File: src/hdl/itad_pkg.sv
package itad_pkg;

	localparam int unsigned VALUE_W  = 64;
	localparam int unsigned DIGITS   = 20;
	localparam int unsigned BCD_W    = 4 * DIGITS;
	localparam int unsigned HEX_NIBS = 16;
	localparam int unsigned CNT_W    = 5;
	localparam int unsigned ITER_W   = 4;

	localparam logic [1:0] CMD_UNSIGNED = 2'd0;
	localparam logic [1:0] CMD_SIGNED   = 2'd1;
	localparam logic [1:0] CMD_HEX      = 2'd2;

	localparam logic [7:0] CHAR_ZERO  = 8'h30;
	localparam logic [7:0] CHAR_MINUS = 8'h2D;
	localparam logic [7:0] HEX_ALPHA_OFS = 8'd55;

	// Commands from the controller to the datapath.
	typedef struct packed {
		logic load;
		logic convert;
		logic trim;
		logic emit;
		logic sign_sel;
	} ctrl_t;

	// Status from the datapath to the controller.
	typedef struct packed {
		logic neg;
		logic iter_last;
		logic top_zero;
		logic cnt_one;
	} stat_t;

	typedef enum logic [4:0] {
		ST_IDLE    = 5'b00001,
		ST_CONVERT = 5'b00010,
		ST_TRIM    = 5'b00100,
		ST_SIGN    = 5'b01000,
		ST_EMIT    = 5'b10000
	} state_t;

endpackage

File: src/hdl/itad_dp.sv
module itad_dp (
	input  logic                      clk,
	input  logic                      arst_n,
	input  itad_pkg::ctrl_t           ctrl,
	input  logic [1:0]                command,
	input  logic [itad_pkg::VALUE_W-1:0] value,
	output itad_pkg::stat_t           stat,
	output logic [7:0]                character
);

	localparam int unsigned WORD_W = itad_pkg::BCD_W + itad_pkg::VALUE_W;

	logic [itad_pkg::VALUE_W-1:0] bin_q;
	logic [itad_pkg::BCD_W-1:0]   bcd_q;
	logic [itad_pkg::CNT_W-1:0]   cnt_q;
	logic [itad_pkg::ITER_W-1:0]  iter_q;
	logic                         hex_q;
	logic                         neg_q;
	logic                         neg_in;
	logic [WORD_W-1:0]            dab_word;
	logic [3:0]                   out_nib;

	// Four shift-and-correct steps of the double-dabble conversion.
	function automatic logic [WORD_W-1:0] dabble4(input logic [WORD_W-1:0] w_in);
		logic [WORD_W-1:0] w;
		w = w_in;
		for (int b = 0; b < 4; b++) begin
			for (int d = 0; d < itad_pkg::DIGITS; d++) begin
				if (w[itad_pkg::VALUE_W + 4*d +: 4] >= 4'd5) begin
					w[itad_pkg::VALUE_W + 4*d +: 4] = w[itad_pkg::VALUE_W + 4*d +: 4] + 4'd3;
				end
			end
			w = {w[WORD_W-2:0], 1'b0};
		end
		return w;
	endfunction

	assign neg_in   = (command == itad_pkg::CMD_SIGNED) && value[itad_pkg::VALUE_W-1];
	assign dab_word = dabble4({bcd_q, bin_q});

	always_ff @(posedge clk or negedge arst_n) begin
		if (!arst_n) begin
			cnt_q  <= '0;
			iter_q <= '0;
			hex_q  <= 1'b0;
			neg_q  <= 1'b0;
		end else if (ctrl.load) begin
			hex_q  <= command[1];
			neg_q  <= neg_in;
			iter_q <= '0;
			cnt_q  <= itad_pkg::CNT_W'(itad_pkg::HEX_NIBS);
		end else if (ctrl.convert) begin
			iter_q <= iter_q + 1'b1;
			if (&iter_q) begin
				cnt_q <= itad_pkg::CNT_W'(itad_pkg::DIGITS);
			end
		end else if (ctrl.trim || ctrl.emit) begin
			cnt_q <= cnt_q - 1'b1;
		end
	end

	always_ff @(posedge clk) begin
		if (ctrl.load) begin
			bin_q <= neg_in ? (~value + 1'b1) : value;
			bcd_q <= '0;
		end else if (ctrl.convert) begin
			{bcd_q, bin_q} <= dab_word;
		end else if (ctrl.trim) begin
			bcd_q <= {bcd_q[itad_pkg::BCD_W-5:0], 4'd0};
		end else if (ctrl.emit) begin
			if (hex_q) begin
				bin_q <= {bin_q[itad_pkg::VALUE_W-5:0], 4'd0};
			end else begin
				bcd_q <= {bcd_q[itad_pkg::BCD_W-5:0], 4'd0};
			end
		end
	end

	assign out_nib = hex_q ? bin_q[itad_pkg::VALUE_W-1 -: 4] : bcd_q[itad_pkg::BCD_W-1 -: 4];

	always_comb begin
		if (ctrl.sign_sel) begin
			character = itad_pkg::CHAR_MINUS;
		end else if (out_nib > 4'd9) begin
			character = {4'd0, out_nib} + itad_pkg::HEX_ALPHA_OFS;
		end else begin
			character = {4'd0, out_nib} + itad_pkg::CHAR_ZERO;
		end
	end

	assign stat.neg       = neg_q;
	assign stat.iter_last = &iter_q;
	assign stat.top_zero  = (bcd_q[itad_pkg::BCD_W-1 -: 4] == 4'd0);
	assign stat.cnt_one   = (cnt_q == itad_pkg::CNT_W'(1));

endmodule

File: src/hdl/itad_ctrl.sv
module itad_ctrl (
	input  logic            clk,
	input  logic            arst_n,
	input  logic            in_fire,
	input  logic [1:0]      command,
	input  logic            out_ready,
	input  itad_pkg::stat_t stat,
	output itad_pkg::ctrl_t ctrl,
	output logic            in_ready,
	output logic            out_valid,
	output logic            out_last
);

	itad_pkg::state_t state_q;
	itad_pkg::state_t state_d;

	always_ff @(posedge clk or negedge arst_n) begin
		if (!arst_n) begin
			state_q <= itad_pkg::ST_IDLE;
		end else begin
			state_q <= state_d;
		end
	end

	always_comb begin
		state_d       = state_q;
		ctrl          = '0;
		in_ready      = 1'b0;
		out_valid     = 1'b0;
		out_last      = 1'b0;
		case (state_q)
			itad_pkg::ST_IDLE: begin
				in_ready = 1'b1;
				if (in_fire) begin
					ctrl.load = 1'b1;
					state_d   = command[1] ? itad_pkg::ST_EMIT : itad_pkg::ST_CONVERT;
				end
			end
			itad_pkg::ST_CONVERT: begin
				ctrl.convert = 1'b1;
				if (stat.iter_last) begin
					state_d = itad_pkg::ST_TRIM;
				end
			end
			itad_pkg::ST_TRIM: begin
				// Drop leading zero digits but always keep the last one.
				if (stat.top_zero && !stat.cnt_one) begin
					ctrl.trim = 1'b1;
				end else begin
					state_d = stat.neg ? itad_pkg::ST_SIGN : itad_pkg::ST_EMIT;
				end
			end
			itad_pkg::ST_SIGN: begin
				ctrl.sign_sel = 1'b1;
				out_valid     = 1'b1;
				if (out_ready) begin
					state_d = itad_pkg::ST_EMIT;
				end
			end
			itad_pkg::ST_EMIT: begin
				out_valid = 1'b1;
				out_last  = stat.cnt_one;
				if (out_ready) begin
					ctrl.emit = 1'b1;
					if (stat.cnt_one) begin
						state_d = itad_pkg::ST_IDLE;
					end
				end
			end
			default: begin
				state_d = itad_pkg::ST_IDLE;
			end
		endcase
	end

endmodule

File: src/hdl/integer_to_ascii_digits_unit.sv
// Converts a 64-bit value to ASCII text, one character per output transaction.
// Hex: the first character follows in the cycle after the input transaction; 16 characters per value.
// Decimal: double dabble (4 bits per step) and then trimming of leading zero digits come before the
// first character; then one character per cycle while m_tready is high, with a minus sign first if negative.
// One value is converted at a time; s_tready is high only while the unit is idle.
// arst_n clears the controller asynchronously; the unit then waits idle for a value.
module integer_to_ascii_digits_unit (
	input  logic        clk,
	input  logic        arst_n,
	input  logic        s_tvalid,
	output logic        s_tready,
	input  logic [63:0] s_tdata,   // [63:0] value
	input  logic [1:0]  s_tuser,   // [1:0] command
	output logic        m_tvalid,
	input  logic        m_tready,
	output logic [7:0]  m_tdata,   // [7:0] character
	output logic        m_tlast
);

	itad_pkg::ctrl_t ctrl;
	itad_pkg::stat_t stat;
	logic            in_fire;

	assign in_fire = s_tvalid && s_tready;

	itad_ctrl u_ctrl (
		.clk       (clk),
		.arst_n    (arst_n),
		.in_fire   (in_fire),
		.command   (s_tuser),
		.out_ready (m_tready),
		.stat      (stat),
		.ctrl      (ctrl),
		.in_ready  (s_tready),
		.out_valid (m_tvalid),
		.out_last  (m_tlast)
	);

	itad_dp u_dp (
		.clk       (clk),
		.arst_n    (arst_n),
		.ctrl      (ctrl),
		.command   (s_tuser),
		.value     (s_tdata),
		.stat      (stat),
		.character (m_tdata)
	);

endmodule
File: config.mk
export PLATFORM = sky130hd
export DESIGN_NAME = integer_to_ascii_digits_unit
export DESIGN_NICKNAME = d
export VERILOG_FILES = /design/src/hdl/itad_pkg.sv /design/src/hdl/itad_dp.sv /design/src/hdl/itad_ctrl.sv /design/src/hdl/integer_to_ascii_digits_unit.sv
export SDC_FILE = /design/constraint.sdc
export NUM_CORES = 1
export LEC_CHECK = 0
export BUFFER_PORTS_ARGS = -buffer_cell sky130_fd_sc_hd__buf_2
export CAP_MARGIN = 20
export CORE_AREA = 2 2 174 176
export DETAILED_ROUTE_END_ITERATION = 10
export DIE_AREA = 0 0 176 178
export GPL_TIMING_DRIVEN = 0
export PLACE_DENSITY = 0.78
export SETUP_SLACK_MARGIN = 0.02
export SLEW_MARGIN = 20
export SYNTH_ARGS = -nofsm -noshare
export SYNTH_HDL_FRONTEND = slang
export SYNTH_SLANG_ARGS = --single-unit
File: constraint.sdc
create_clock -name clk -period 6.5 [get_ports clk]
set_input_delay 0.65 -clock clk [delete_from_list [all_inputs] [get_ports clk]]
set_output_delay 0.65 -clock clk [all_outputs]
set_load 0.01 [all_outputs]
== Word level (Yosys, flattened, before mapping) ==
Index checks and enable logic that the tools add are counted.
Storage, ports and cells
  bits in registers: 160
  bits of input ports: 70
  output and inout bits: 11
  logic and storage cells: 326
Cells by class
  add/sub/neg operators: 85
  $lt $le $gt $ge: 81
  equality and inequality tests: 16
  multiplexer cells: 119
  bitwise logic cells: 1
  reductions and logical operators: 17
Operator list (number)
  2-to-1 mux 64 bit: 6
  >= comparator 4 x 3 -> 1 bit (second input constant): 80
  2-to-1 mux 80 bit: 4
  2-to-1 mux 4 bit: 79
  adder 4 x 2 -> 4 bit (second input constant): 76
  adder 64 x 1 -> 64 bit (second input constant): 1
  NOT 64 bit: 1
  2-to-1 mux 5 bit: 12
  one-hot mux 5 bit (5 select lines): 1
  2-to-1 mux 8 bit: 2
  adder 4 x 6 -> 7 bit (second input constant): 2
  adder 3 x 2 -> 3 bit (second input constant): 4
  2-to-1 mux 3 bit: 4
  nonzero test 3 bit: 4
  2-to-1 mux 1 bit: 11
  equality test 5 x 1 -> 1 bit (second input constant): 2
  != test 2 bit (second input constant): 5
  AND reduction 6 bit: 1
  equality test 5 x 2 -> 1 bit (second input constant): 1
  equality test 5 x 3 -> 1 bit (second input constant): 1
  equality test 5 x 4 -> 1 bit (second input constant): 1
  equality test 5 bit (second input constant): 1
  subtractor 5 x 1 -> 5 bit (second input constant): 1
  adder 4 x 1 -> 4 bit (second input constant): 1
  15 further kinds: 18

== Longest topological paths before layout ==
Gate-level depths: netlist of the first run.
  word-level depth: 9
  gate-level depth with buffers: 19
  gate-level depth less buffers: 19

== Hierarchy ==
From an unflattened synthesis of the first run, not the netlist that was laid out.
Unflattened totals
  cell total of the unflattened synthesis: 2341
  area total of the unflattened synthesis: 18029.8 sq um
Modules (own cells, without submodules)
  itad_dp: times used 1, cells an instance 2300, area an instance 17682.0 sq um, seq. area each 3798.6 sq um
  itad_ctrl: times used 1, cells an instance 40, area an instance 341.6 sq um, seq. area each 126.4 sq um
  integer_to_ascii_digits_unit: times used 1, cells an instance 1, area an instance 6.3 sq um, seq. area each 0.0 sq um

== Worst setup path after synthesis of the first run ==
OpenSTA, ideal clock, no wires.
  path type: register to register
  from: reg u_ctrl.state_q[3]
  to: reg u_dp.bin_q[0] (netlist bit) (enable)
  library setup time: 0.574 ns
  data arrival time: 5.483 ns
  data required time: 5.926 ns
  path slack: 0.443 ns
  stages on the path, launching flop included: 6
  buffers on the path: 0
  period minus slack after synthesis: 6.057 ns
  path through: dfrtp_1 nor2_1 nand2_1 nor3b_1 nand2_1 o21ai_0
On the way
  longest elaborated chain between the ends: 7
  elaborated cells on any way between the ends: 15
Ends and longest elaborated chain
  start, declared: RTL line itad_ctrl.sv:14  | itad_pkg::state_t state_q;
  start signal, assigned: RTL line itad_ctrl.sv:19  | state_q <= itad_pkg::ST_IDLE;
  start signal, assigned: RTL line itad_ctrl.sv:21  | state_q <= state_d;
  equality test 5 x 1 -> 1 bit: RTL line itad_ctrl.sv:31  | case (state_q)
  2-to-1 mux 1 bit: RTL line itad_ctrl.sv:31
  logical AND 1 bit: RTL line integer_to_ascii_digits_unit.sv:24  | assign in_fire = s_tvalid && s_tready;
  2-to-1 mux 1 bit: RTL line itad_ctrl.sv:34  | if (in_fire) begin
  2-to-1 mux 1 bit: RTL line itad_ctrl.sv:31
  != test 3 bit (no source line) / nonzero test 3 bit (equally long branches)
  AND reduction 3 bit (no source line) (*)
  end signal, assigned: RTL line itad_dp.sv:64  | bin_q <= neg_in ? (~value + 1'b1) : value;
  end signal, assigned: RTL line itad_dp.sv:67  | {bcd_q, bin_q} <= dab_word;
  end signal, assigned: RTL line itad_dp.sv:72  | bin_q <= {bin_q[itad_pkg::VALUE_W-5:0], 4'd0};
  end, declared: RTL line itad_dp.sv:13  | logic [itad_pkg::VALUE_W-1:0] bin_q;
Mark *: on every way between the ends. The rest lies on a longest branch, timed or not.
A chain may end at the register's enable or synchronous reset.

== Worst setup path after layout of the first run ==
  from: reg u_dp.bcd_q[1] (netlist bit)
  to: reg u_dp.bcd_q[7] (netlist bit)
On the way
  longest elaborated chain between the ends: 9
  elaborated cells on any way between the ends: 19
Ends and longest elaborated chain
  start, declared: RTL line itad_dp.sv:14  | logic [itad_pkg::BCD_W-1:0] bcd_q;
  start signal, assigned: RTL line itad_dp.sv:67
  start signal, assigned: RTL line itad_dp.sv:69  | bcd_q <= {bcd_q[itad_pkg::BCD_W-5:0], 4'd0};
  start signal, assigned: RTL line itad_dp.sv:74  | bcd_q <= {bcd_q[itad_pkg::BCD_W-5:0], 4'd0};
  adder 4 x 2 -> 4 bit / >= comparator 4 x 3 -> 1 bit (equally long branches): RTL line itad_dp.sv:30, itad_dp.sv:29
  2-to-1 mux 4 bit (*): RTL line itad_dp.sv:29  | if (w[itad_pkg::VALUE_W + 4*d +: 4] >= 4'd5) begin
  adder 4 x 2 -> 4 bit / >= comparator 4 x 3 -> 1 bit (equally long branches): RTL line itad_dp.sv:30, itad_dp.sv:29
  2-to-1 mux 4 bit: RTL line itad_dp.sv:29
  adder 4 x 2 -> 4 bit / >= comparator 4 x 3 -> 1 bit (equally long branches): RTL line itad_dp.sv:30, itad_dp.sv:29
  2-to-1 mux 4 bit: RTL line itad_dp.sv:29
  adder 4 x 2 -> 4 bit / >= comparator 4 x 3 -> 1 bit (equally long branches): RTL line itad_dp.sv:30, itad_dp.sv:29
  2-to-1 mux 4 bit (*): RTL line itad_dp.sv:29
  2-to-1 mux 80 bit (*): RTL line itad_dp.sv:66  | end else if (ctrl.convert) begin
Marked as above.

==> results of run 1 <==
## metal layers
| metal | global-route usage (%) | vias up | wire (µm) | part of all wire, % |
|---|---|---|---|---|
| met3 | 4.45 | 139 | 3420 | 7.1 |
| met1 | 37.6 | 7913 | 20400 | 43 |
| met2 | 51.7 | 683 | 22100 | 46 |
| li1 | - | 8315 | - | - |
| met4 | 13.4 | 0 | 1960 | 4.1 |
| met5 | 0 | - | 0 | 0 |
## worst max path at each step
stage,start,endpoint,slack (ns),cells past startpoint
floorplan,u_ctrl.state_q[3]$_DFFE_PN0P_,u_dp.bin_q[0]$_SDFFCE_PN0P_,0.44,5
global placement,u_ctrl.state_q[3]$_DFFE_PN0P_,u_dp.bin_q[21]$_DFFE_PP_,-1.24,5
detailed placement,u_dp.bcd_q[1]$_SDFFE_PP0P_,u_dp.bcd_q[7]$_SDFFE_PP0P_,2.80,16
finish,u_dp.bcd_q[1]$_SDFFE_PP0P_,u_dp.bcd_q[7]$_SDFFE_PP0P_,2.66,16
CTS,u_dp.bcd_q[28]$_SDFFE_PP0P_,u_dp.bcd_q[36]$_SDFFE_PP0P_,2.77,18
global route,u_dp.bcd_q[1]$_SDFFE_PP0P_,u_dp.bcd_q[7]$_SDFFE_PP0P_,2.36,16
## cell usage after synthesis, types with 38 or more instances
cell type	count
a21oi_1	176
a31oi_1	38
clkbuf_1	72
dfxtp_1	80
edfxtp_1	64
ha_1	87
inv_1	103
mux2i_1	66
nand2_1	222
nand3_1	57
nor2_1	183
nor3_1	65
o21ai_0	209
o21ai_1	54
xnor2_1	68
xor2_1	40
## flip-flops by register name (all words and copies together), names as in the netlist
| register | count |
|---|---|
| u_dp.cnt_q | 5 |
| u_ctrl.state_q | 5 |
| u_dp.iter_q | 4 |
| u_dp.neg_q | 1 |
| u_dp.hex_q | 1 |
| u_dp.bin_q | 64 |
| u_dp.bcd_q | 80 |
## logic make-up after synthesis
family / after synthesis / share of synthesized area, %
flops: 160 / 23.3
compound gates: 802 / 31.3
fa+ha+maj: 87 / 6.47
mux: 81 / 5.00
simple gates: 736 / 21.1
buf+inv: 224 / 5.27
xor+xnor: 127 / 7.46
other cells: 1 / 0.0223
## layout make-up
| type | instances | share of cell area (%) |
|---|---|---|
| inverter | 119 | 2.44 |
| buffer | 105 | 2.38 |
| multi-input combinational | 1834 | 65.4 |
| clock buffer | 18 | 2.33 |
| clock inverter | 14 | 0.973 |
| sequential | 160 | 21.3 |
| timing repair buffer | 82 | 2.49 |
| tap | 390 | 2.65 |
## per-stage QoR
stage	worst slack [ns]	instance area (µm²)	TNS (ns)	util, %
CTS	2.77	18400	0	62.6
finish	2.66	18400	0	62.6
global route	2.36	18400	0	62.6
floorplan	0.443	16800	0	-
global placement	-1.24	17700	-79.01	60.2
detailed placement	2.80	17800	0	60.5
==> tab_implementation.tex, run 1 <==
\begin{tabular}{lr}
\hline
Metric & Value \\
\hline
\multicolumn{2}{l}{\textbf{Timing}} \\
Layout Skew & 0.0167 ns \\
Setup violations, final & 0 \\
Final Max Tran Viols & 0 \\
Worst rel slew slack & 31.5\% \\
Transition time of the tightest slew-check pin & 1.03 ns \\
Post-route clock period utilization & 59.1\% \\
Unrepaired setup endpoints after global routing & no \\
Highest attainable clock frequency & 260 MHz \\
Worst hold slack & 0.133 ns \\
Final hold violation count & 0 \\
Clock period minus final worst setup slack & 3.84 ns \\
\multicolumn{2}{l}{\textbf{Routing}} \\
Routed wire length & 47900 µm \\
1st-pass router iterations & 6 \\
Routed length per placed instance & 17.6 µm \\
Via count & 17100 \\
Number of routed nets with antenna violations & 0 \\
DRC Markers & 0 \\
Violation count after the first detailed-routing iteration & 1382 \\
Vias per inst & 6.26 \\
\multicolumn{2}{l}{\textbf{Synthesis}} \\
Library cell with the largest summed area after synthesis & edfxtp\_1 \\
Top FF cell, synth & dfxtp\_1 \\
Mean area per synthesized cell & 7.58 µm² \\
Share of synthesized registers carrying an async set or reset & 10.0\% \\
Area of the mapped netlist & 16800 µm² \\
Flops \& latches, synth & 160 \\
Fraction of synthesized cell area taken by the top area cell type & 11.4\% \\
Post-synthesis sequential area ratio & 23.3\% \\
Cell count after synthesis & 2218 \\
Post-synth net total & 2375 \\
Count of cell types in the netlist & 100 \\
Dominant cells by area after synthesis & edfxtp\_1, dfxtp\_1, ha\_1 \\
Number of synthesized flops with an enable pin & 64 \\
Synthesis warning total & 0 \\
\multicolumn{2}{l}{\textbf{Clock network}} \\
Clk root buf & clkbuf\_16 \\
Clock insertion delay at the later pin of the skew report & 0.44 ns \\
Number of buffers on the longest clock path & 2 \\
Clock sinks & 160 \\
Total setup buffers inserted after CTS & 0 \\
Quantity of gates resized following cts & 0 \\
Clock buffers created by TritonCTS & 17 \\
CTS Hold Bufs & 0 \\
Number of levels the H-tree was split into & 4 \\
CTS tree & built \\
CTS clk-pin slew, worst paths & 0.07 ns \\
\multicolumn{2}{l}{\textbf{Final layout}} \\
Area occupied by multi-input gates & 12000 µm² \\
Post-layout instance count excluding filler cells & 2722 \\
Diode insertion count for antenna repair & 0 \\
Number of fill cells & 2587 \\
Most common cell after layout, fill and taps aside & nand2\_1 \\
Area added between synthesis and finish & 9.34\% \\
Top library cells by usage in the layout, fill and taps aside & nand2\_1, o21ai\_0, nor2\_1, a21oi\_1, inv\_1 \\
Layout cells sized above 1 & 12.3\% \\
Final layout net count & 2476 \\
Total area of sequential cells & 3930 µm² \\
\multicolumn{2}{l}{\textbf{GRT}} \\
Grt ovf & 0 \\
Maximum number of pins on one net before global-route repair & 27 \\
Number of global-route vias before repair & 15800 \\
Initial antenna violation count & 0 \\
Overall global routing resource usage & 30.1\% \\
Global-route wire length before repair & 77100 µm \\
\multicolumn{2}{l}{\textbf{Floorplan}} \\
Initial cell density of the core & 57.2\% \\
Std-Cell Rows & 63 \\
Width of the die & 176 µm \\
Boundary Pins & 81 \\
Die Outline Area & 31300 µm² \\
Core area & 29400 µm² \\
Vertical die dimension & 178 µm \\
\multicolumn{2}{l}{\textbf{Setup path}} \\
Critical register-to-register path endpoint & u\_dp.bcd\_q[7]\$\_SDFFE\_PP0P\_ \\
Biggest fanout along the worst timing path & 9 \\
R2r startpoint & u\_dp.bcd\_q[1]\$\_SDFFE\_PP0P\_ \\
Worst R2R Setup Slack & 2.66 ns \\
Number of cells on the worst reg-to-reg path & 16 \\
Critical Path Sink Type & flip-flop \\
Critical Path Max Stage Delay & 0.71 ns \\
Type of element launching the critical path & flip-flop \\
Data arrival time at the worst-slack endpoint & 4.13 ns \\
CP max-delay cell & mux2i\_1 \\
Worst Path Class, Setup & flip-flop to flip-flop \\
CP delay by family, top & compound AO/OA/AOI/OAI gates \\
CP bufs+invs & 2 \\
Series of cell instances along the critical path & inv\_1, ha\_1, nand2b\_1, a21oi\_2, mux2i\_1, o211ai\_1, nand3\_1, inv\_1, ha\_1, a21o\_1, o221ai\_1, a22oi\_1, nor2\_1, nor2\_1, a21oi\_1, a21oi\_1 \\
Data required time of the worst path & 6.79 ns \\
\multicolumn{2}{l}{\textbf{Place}} \\
Cell total after placement & 2690 \\
Final weighted congestion in routability-driven placement & 0.911 \\
Number of port buffers & 79 \\
Detail Placement HPWL & 35800 µm \\
\multicolumn{2}{l}{\textbf{Job}} \\
Max cap viols & 0 \\
\multicolumn{2}{l}{\textbf{Run status}} \\
Outcome & finished clean \\
\multicolumn{2}{l}{\textbf{Min path}} \\
Type of the most critical hold path & primary input to async pin \\
\hline
\end{tabular}
Power of run 1 is not shown: default switching activity piles up to over one toggle a cycle in this logic, so the estimate is an artifact.
==> run 2, diff against run 1 <==
clock period = 3.25 ns   (was 6.5 ns; I/O delays follow)
==> run 2 against run 1 <==
Net effect: the flow now finishes with violations (setup timing); non-clock buffer count increased by 199; utilization increased by 13 points; worst hold slack lost 0.011 ns; register-to-register slack worse by 3.0 ns; worst setup slack lost 3.0 ns; via count is 15% higher; critical path type unchanged; largest cell class unchanged; highest routed layer is now met5.
==> tab_implementation.tex, run 2 (synthesis results as in run 1) <==
\begin{tabular}{lr}
\hline
Metric & Value \\
\hline
\multicolumn{2}{l}{\textbf{Run status}} \\
Outcome & finished with violations (was finished clean) \\
Violations in the final reports & setup timing \\
\multicolumn{2}{l}{\textbf{Floorplan}} \\
Vertical die dimension & 178 µm (unchanged) \\
Die Outline Area & 31300 µm² (unchanged) \\
Boundary Pins & 81 (unchanged) \\
Std-Cell Rows & 63 (unchanged) \\
Initial cell density of the core & 57.2\% (unchanged) \\
Core area & 29400 µm² (unchanged) \\
Width of the die & 176 µm (unchanged) \\
\multicolumn{2}{l}{\textbf{Timing}} \\
Transition time of the tightest slew-check pin & 1.12 ns (was 1.03 ns) \\
Unrepaired setup endpoints after global routing & yes (was no) \\
Final hold violation count & 0 (unchanged) \\
Final WS setup & -0.371 ns (was 2.66 ns) \\
Post-route clock period utilization & 111\% (was 59.1\%) \\
Clock period minus final worst setup slack & 3.62 ns (was 3.84 ns) \\
Setup violations, final & 46 (was 0) \\
Highest attainable clock frequency & 276 MHz (was 260 MHz) \\
Final Max Tran Viols & 0 (unchanged) \\
Worst rel slew slack & 25.6\% (was 31.5\%) \\
Layout Skew & 0.0132 ns (was 0.0167 ns) \\
\multicolumn{2}{l}{\textbf{Job}} \\
Max cap viols & 0 (unchanged) \\
\multicolumn{2}{l}{\textbf{Routing}} \\
Violation count after the first detailed-routing iteration & 2474 (was 1382) \\
DRC Markers & 0 (unchanged) \\
Routed wire length & 61900 µm (was 47900 µm) \\
Via count & 19600 (was 17100) \\
Number of routed nets with antenna violations & 0 (unchanged) \\
Routed length per placed instance & 21.2 µm (was 17.6 µm) \\
1st-pass router iterations & 8 (was 6) \\
Vias per inst & 6.71 (was 6.26) \\
\multicolumn{2}{l}{\textbf{GRT}} \\
Initial antenna violation count & 1 (was 0) \\
Overall global routing resource usage & 31.8\% (was 30.1\%) \\
Number of global-route vias before repair & 16600 (was 15800) \\
Maximum number of pins on one net before global-route repair & 26 (was 27) \\
Global-route wire length before repair & 81500 µm (was 77100 µm) \\
Grt ovf & 0 (unchanged) \\
\multicolumn{2}{l}{\textbf{Setup path}} \\
Worst Path Class, Setup & flip-flop to flip-flop (unchanged) \\
Biggest fanout along the worst timing path & 6 (was 9) \\
CP max-delay cell & a21boi\_4 (was mux2i\_1) \\
Critical Path Sink Type & flip-flop (unchanged) \\
Dominant cell type by count on the critical path & inv\_2 \\
Data required time of the worst path & 3.58 ns (was 6.79 ns) \\
Critical Path Max Stage Delay & 0.45 ns (was 0.71 ns) \\
CP bufs+invs & 3 (was 2) \\
Series of cell instances along the critical path & inv\_2, ha\_1, nand2b\_4, a21oi\_4, buf\_6, mux2i\_4, a21boi\_4, xor2\_4, inv\_2, ha\_2, a21oi\_1, a31oi\_2, o2111ai\_1, and3\_1 (was inv\_1, ha\_1, nand2b\_1, a21oi\_2, mux2i\_1, o211ai\_1, nand3\_1, inv\_1, ha\_1, a21o\_1, o221ai\_1, a22oi\_1, nor2\_1, nor2\_1, a21oi\_1, a21oi\_1) \\
Type of element launching the critical path & flip-flop (unchanged) \\
CP delay by family, top & compound AO/OA/AOI/OAI gates (unchanged) \\
Data arrival time at the worst-slack endpoint & 3.96 ns (was 4.13 ns) \\
\multicolumn{2}{l}{\textbf{Min path}} \\
Type of the most critical hold path & primary input to flip-flop (was primary input to async pin) \\
\multicolumn{2}{l}{\textbf{Final layout}} \\
Largest register by flop count & u\_dp.bcd\_q (unchanged) \\
Final layout net count & 2675 (was 2476) \\
Flip-flop count of the largest register after layout & 80 (unchanged) \\
Share of the core filled with cells & 76.0\% (was 62.6\%) \\
Area added between synthesis and finish & 32.8\% (was 9.34\%) \\
Top library cells by usage in the layout, fill and taps aside & nand2\_1, buf\_4, o21ai\_0, nor2\_1, a21oi\_1 (was nand2\_1, o21ai\_0, nor2\_1, a21oi\_1, inv\_1) \\
Most common cell after layout, fill and taps aside & nand2\_1 (unchanged) \\
Layout cells sized above 1 & 34.5\% (was 12.3\%) \\
Biggest regs & u\_dp.bcd\_q x80, u\_dp.bin\_q x64 (unchanged) \\
\multicolumn{2}{l}{\textbf{Clock network}} \\
Clock buffers created by TritonCTS & 17 (unchanged) \\
Number of levels the H-tree was split into & 4 (unchanged) \\
Clk root buf & clkbuf\_16 (unchanged) \\
Clock sinks & 160 (unchanged) \\
Number of buffers on the longest clock path & 2 (unchanged) \\
CTS clk-pin slew, worst paths & 0.08 ns (was 0.07 ns) \\
CTS tree & built (unchanged) \\
Clock insertion delay at the later pin of the skew report & 0.45 ns (was 0.44 ns) \\
\multicolumn{2}{l}{\textbf{Place}} \\
Number of port buffers & 79 (unchanged) \\
Detail Placement HPWL & 35800 µm (about the same) \\
Final weighted congestion in routability-driven placement & 0.919 (was 0.911) \\
\hline
\end{tabular}
## run 2: cell types whose count changed in the layout (fill, tap and decap cells not counted), moves of 27 or more
cell     delta
inv_1      -44
ha_1       -49
inv_2      +36
o21ai_2    +28
buf_4     +195
dfxtp_1    -39
o21ai_0    -43
ha_4       +27
a21oi_1    -29
dfxtp_4    +33
## run 2: cell type report
type,instances,area (µm²)
buffer,104,440
timing repair buffer,282,1990
multi-input combinational,1834,14300
inverter,119,482
fill,1940,7060
sequential,160,4060
tap,390,488
clock inverter,15,189
antenna,1,2.50
clock buffer,17,425
## run 2: per-layer routing
layer	global-route usage [%]	up-vias	routed length [µm]
met3	4.07	382	6190
met1	39.0	9202	22600
met2	56.0	1315	29300
li1	-	8704	-
met5	0	-	13
met4	13.7	2	3770
## run 2: what timing repair did
action | 4_1_cts | 5_1_grt
setup endpoints to repair | 80 | 76
hold buffers | 1 | 0
cloned | 0 | 0
setup buffers | 46 | 152
pin swaps | 53 | 178
endpoints found under the hold margin | 15 | 0
gates resized for setup | 198 | 389
## run 2: path summary, 6_finish.rpt
kind | start | endpoint | slack, ns | depth (start not counted)
setup reg to reg | u_dp.bcd_q[5]$_SDFFE_PP0P_ | u_dp.bcd_q[12]$_SDFFE_PP0P_ | -0.37 | 14
hold / removal | s_tvalid | u_ctrl.state_q[0]$_DFFE_PN1P_ | 0.12 | 2
setup / recovery | u_dp.bcd_q[5]$_SDFFE_PP0P_ | u_dp.bcd_q[12]$_SDFFE_PP0P_ | -0.37 | 14
hold reg to reg | u_dp.bin_q[0]$_SDFFCE_PN0P_ | u_dp.bin_q[4]$_DFFE_PP_ | 0.53 | 2
min in group asynchronous | arst_n | u_dp.cnt_q[0]$_DFFE_PN0P_ | 0.38 | 2
max in group asynchronous | arst_n | u_ctrl.state_q[0]$_DFFE_PN1P_ | 2.55 | 2
## run 2: metrics by stage
stage / std cells / hold slack (ns) / instance area, µm² / TNS [ns] / worst slack, ns
floorplan: 2218 / 0.0294 / 16800 / 0 / 0.0301
CTS: 2769 / 0.125 / 19600 / 0 / 0.0215
detailed placement: 2691 / 0.270 / 17800 / -14.52 / -0.486
global placement: 2687 / 0.265 / 17700 / -56.68 / -0.648
finish: 2922 / 0.123 / 22300 / -5.40 / -0.371
global route: 2921 / 0.146 / 22300 / -10.92 / -0.455
## run 2: worst register-to-register path: cells and delay by family (launching register included)
kind,cells,cell delay [ns]
simple gates,2,0.44
flops,1,0.39
fa+ha+maj,2,0.52
compound gates,5,1.33
mux,1,0.30
buf+inv,3,0.30
xor+xnor,1,0.24
Power of run 2 is left out for the same reason.
